===== config.mk =====
export PLATFORM = sky130hd
export DESIGN_NAME = ptrb_ctrl
export DESIGN_NICKNAME = d
export VERILOG_FILES = /design/src/design/ptrb_pkg.sv /design/src/design/ptrb_ctrl.sv
export SDC_FILE = /design/constraint.sdc
export NUM_CORES = 1
export LEC_CHECK = 0
export ABC_AREA = 1
export BUFFER_PORTS_ARGS = -buffer_cell sky130_fd_sc_hd__buf_2
export CAP_MARGIN = 20
export CORE_MARGIN = 4
export CORE_UTILIZATION = 43
export CTS_CLUSTER_SIZE = 16
export DETAILED_ROUTE_END_ITERATION = 8
export PLACE_DENSITY = 0.77
export SLEW_MARGIN = 20
export SYNTH_ARGS = -nofsm -noshare
export SYNTH_HDL_FRONTEND = slang
export SYNTH_SLANG_ARGS = --single-unit

===== constraint.sdc =====
create_clock -name aclk -period 1.13 [get_ports aclk]
set_clock_uncertainty 0.2 [all_clocks]
set_input_delay 0.113 -clock aclk [delete_from_list [all_inputs] [get_ports aclk]]
set_output_delay 0.113 -clock aclk [all_outputs]
set_load 0.03 [all_outputs]

===== src/design/ptrb_pkg.sv =====
// shared types and constants of the page table range builder
package ptrb_pkg;

    localparam int POOL_TABLES_DEF = 8;
    localparam int TABLE_ENTRIES   = 512;
    localparam int SLOT_W          = 9;
    localparam int VPN_W           = 36;
    localparam int PPN_W           = 44;
    localparam int PTE_W           = 64;
    localparam int CFG_W           = 44;

    typedef enum logic [0:0] {
        CFG_LEVELS    = 1'b0,
        CFG_POOL_BASE = 1'b1
    } ptrb_cfg_idx_t;

    typedef enum logic [1:0] {
        ST_MAP_DONE  = 2'd0,
        ST_STOPPED   = 2'd1,
        ST_READ_DONE = 2'd2
    } ptrb_status_t;

    typedef enum logic [0:0] {
        ACT_MAP  = 1'b0,
        ACT_READ = 1'b1
    } ptrb_action_t;

    typedef struct packed {
        logic        action;
        logic [35:0] virt_start_page;
        logic [15:0] page_count;
        logic [43:0] phys_start_page;
        logic        writeable;
        logic [2:0]  read_table;
        logic [8:0]  read_slot;
    } ptrb_in_t;

    typedef struct packed {
        logic [1:0]  status;
        logic [15:0] pages_written;
        logic [15:0] pages_skipped;
        logic [3:0]  tables_used;
        logic [63:0] read_entry;
        logic signed [3:0] read_parent;
    } ptrb_out_t;

    typedef struct packed {
        logic load;
        logic clr_wr;
        logic walk_rd;
        logic walk_chk;
        logic leaf_rd;
        logic leaf_chk;
        logic read_rd;
        logic finish;
    } ptrb_cmd_t;

    typedef struct packed {
        logic clr_last;
        logic is_read;
        logic zero_count;
        logic walk_fail;
        logic last_lvl;
        logic last_page;
        logic out_free;
    } ptrb_stat_t;

endpackage


===== src/design/ptrb_ctrl.sv =====
// controller state machine: clear pass, table walk, leaf update, entry read and result hand-off
module ptrb_ctrl import ptrb_pkg::*; (
    input  logic       aclk,
    input  logic       aresetn,
    input  logic       s_valid,
    output logic       s_ready,
    input  ptrb_stat_t stat,
    output ptrb_cmd_t  cmd
);

    typedef enum logic [7:0] {
        S_CLEAR    = 8'b0000_0001,
        S_IDLE     = 8'b0000_0010,
        S_WALK_RD  = 8'b0000_0100,
        S_WALK_CHK = 8'b0000_1000,
        S_LEAF_RD  = 8'b0001_0000,
        S_LEAF_CHK = 8'b0010_0000,
        S_READ_RD  = 8'b0100_0000,
        S_FINISH   = 8'b1000_0000
    } state_t;

    state_t state_reg, state_next;

    always_comb begin
        state_next = state_reg;
        cmd        = '0;
        s_ready    = 1'b0;
        unique case (state_reg)
            S_CLEAR: begin
                cmd.clr_wr = 1'b1;
                if (stat.clr_last) begin
                    state_next = S_IDLE;
                end
            end
            S_IDLE: begin
                s_ready = 1'b1;
                if (s_valid) begin
                    cmd.load = 1'b1;
                    if (stat.is_read) begin
                        state_next = S_READ_RD;
                    end else if (stat.zero_count) begin
                        state_next = S_FINISH;
                    end else begin
                        state_next = S_WALK_RD;
                    end
                end
            end
            S_WALK_RD: begin
                cmd.walk_rd = 1'b1;
                state_next  = S_WALK_CHK;
            end
            S_WALK_CHK: begin
                cmd.walk_chk = 1'b1;
                if (stat.walk_fail) begin
                    state_next = S_FINISH;
                end else if (stat.last_lvl) begin
                    state_next = S_LEAF_RD;
                end else begin
                    state_next = S_WALK_RD;
                end
            end
            S_LEAF_RD: begin
                cmd.leaf_rd = 1'b1;
                state_next  = S_LEAF_CHK;
            end
            S_LEAF_CHK: begin
                cmd.leaf_chk = 1'b1;
                state_next   = stat.last_page ? S_FINISH : S_WALK_RD;
            end
            S_READ_RD: begin
                cmd.read_rd = 1'b1;
                state_next  = S_FINISH;
            end
            S_FINISH: begin
                if (stat.out_free) begin
                    cmd.finish = 1'b1;
                    state_next = S_IDLE;
                end
            end
            default: state_next = S_CLEAR;
        endcase
    end

    always_ff @(posedge aclk) begin
        if (!aresetn) begin
            state_reg <= S_CLEAR;
        end else begin
            state_reg <= state_next;
        end
    end

    a_one_cmd: assert property (@(posedge aclk) disable iff (!aresetn)
        $onehot0(cmd))
        else $error("more than one datapath command");

    a_no_accept_clear: assert property (@(posedge aclk) disable iff (!aresetn)
        (state_reg == S_CLEAR) |-> !s_ready)
        else $error("item accepted during clear pass");

    a_walk_follows: assert property (@(posedge aclk) disable iff (!aresetn)
        cmd.walk_rd |=> cmd.walk_chk)
        else $error("walk read not followed by check");

endmodule


==> reports/results.ini <==
[synthesis]
synth.distinct_cells=20
avgSynthCellArea_um2=6.40
ys_seq_area_share_pct=26.3
syn_area_um2=608
ys.flop_type=dfxtp_1
ys_ff_latch=8
netlist_instances=95
synth-edff-count=0
syn-num-nets=105
ys_async_sr_fraction_pct=0
ys_warn_count=0

[clock_network]
cts_sinks=8
cts_buffers=3
htree_levels=1
worstSkewPairLatency_ns=0.27
clkTransAtPathRegs_ns=0.06
clk_path_buf_depth=2
clockRootBuffer=clkbuf_4
tritoncts=built

[die]
start_util_pct=46.2
die_h_um=45.6
row_count=13
fp.coreArea_mm2=0.00132
pin_count=19
dieArea_mm2=0.00208
die_w_um=45.6

[setup_path]
crit_arrival_ns=1.32
critPathRequiredTime_ns=0.82
path_class=flop to output port
cp_max_fo=6
worstSetupEndpointType=output port
startpoint_type=flop

[route]
wirelength_um=2800
first_pass_iters=4
drt_iter0_markers=25
viasPerCell=5.47
routedWlPerCell_um=18.6
route.vias.total=826
drc=0
detail-route-antenna-nets=0

[power]
power.density_mw_per_mm2=1080
power_uw=1200
p_leak_uw=0.000518
peakVddDrop_v=0.000749

[grt]
grt_max_degree=8
grt_pass1_vias=835
antenna_found_initial=0
grt_pass1_wl_um=3840
grt_use_total_pct=27.0
grt-ovfl-total=0

[final_layout]
largest_reg_flops=8
fin_area_mm2=0.00111
drive_gt1_share_pct=69.9
diodes=0
final_nets=148
synthToLayoutAreaGrowth_pct=83.3
final_cell_mix=buf_4, nor2_4, inv_2, buf_6, nand2_1
final_common_cell=buf_4

[placement]
dpl_worst_slack_ns=-0.326
place_area_um2=818
gp_congestion=0.736
io_buffers=18
dpl.hpwl_um=1340

[timing]
fin_crit_sh_pct=144
fmax_ghz=0.614
holdWs_ns=0.0621
layout_min_cycle_time_ns=1.63
tightest_slew_ns=0.350
rsz0062_at_grt=true
relSlewSlack_pct=76.7
setup_tns_ns=-6.68
finalSetupViolCount=17
final_hold_viol_count=0
slew_viol_final=0
setup_slack_ns=-0.499

[job]
drv_cap=0

[outcome]
violations=setup timing
status=finished, violations left

[hold_path]
hp-class=primary input to flop

==> cell type report <==
cell class	count	area, um^2
clock buffers	3	22.5
repair buffers	38	327
well taps	15	18.8
fillers	63	203
flip-flops and latches	8	178
multi-input cells	66	482
inverters	21	87.6
==> layer usage <==
layer	track usage [%]	wire (um)
met4	18.1	146
met5	0	0
met1	30.4	1070
met2	46.2	1410
met3	3.56	175
==> critical path: stages, from the launching register on <==
cell and delay, ns:
dfxtp_2 0.32, inv_2 0.08, nand2_4 0.08, nor2_8 0.18, nand4_1 0.16, inv_2 0.10
buf_6 0.13
==> Yosys cell counts (2+ instances only) <==
cell type  instances  area [um^2]
nor3_1             2         10.0
nor2_2             7         43.8
nor2_1            13         48.8
nor2_4             2         22.5
nand4_1            2         12.5
nand2_1           19         71.3
nand2_4            3         33.8
nand3_1            5         25.0
nand3_2            2         20.0
inv_2              6         22.5
dfxtp_1            8          160
inv_1             15         56.3
a21oi_1            3         15.0
nand2_2            2         12.5
==> through the flow <==
stage               instances  util, %
detailed placement        134     62.1
CTS                       150     79.8
finish                    151     84.6
global placement          134     62.1
global route              151     84.6
floorplan                  95        -
==> where the power goes <==
group / internal [uW] / switching [uW]
registers: 309 / 35.3
clock network: 123 / 114
logic: 258 / 364
==> logic make-up (layout without fill, tap and decap cells) <==
| logic type | count (synthesis) | count (layout) | synth area share, % |
|---|---|---|---|
| compound gates | 5 | 5 | 4.73 |
| buf+inv | 21 | 62 | 13.0 |
| simple gates | 61 | 61 | 56.0 |
| flops | 8 | 8 | 26.3 |
==> what timing repair did <==
| item | 4_1_cts | 5_1_grt |
|---|---|---|
| endpoints found under the setup margin | 17 | 17 |
| hold buffers | 4 | 0 |
| hold endpoints to repair | 3 | 0 |
| pin swaps | 12 | 10 |
| buffers inserted | 9 | 1 |
| resized for setup | 30 | 21 |
==> worst paths after layout <==
check / start / to / slack, ns / cells past startpoint
max reg2reg: state_reg[5] / state_reg[0] / -0.46 / 9
max: state_reg[5] / cmd[5] / -0.50 / 6
min reg2reg: state_reg[3] / state_reg[4] / 0.46 / 4
min: stat[1] / state_reg[2] / 0.06 / 4
Note: power is estimated with default switching activity, not from simulation.
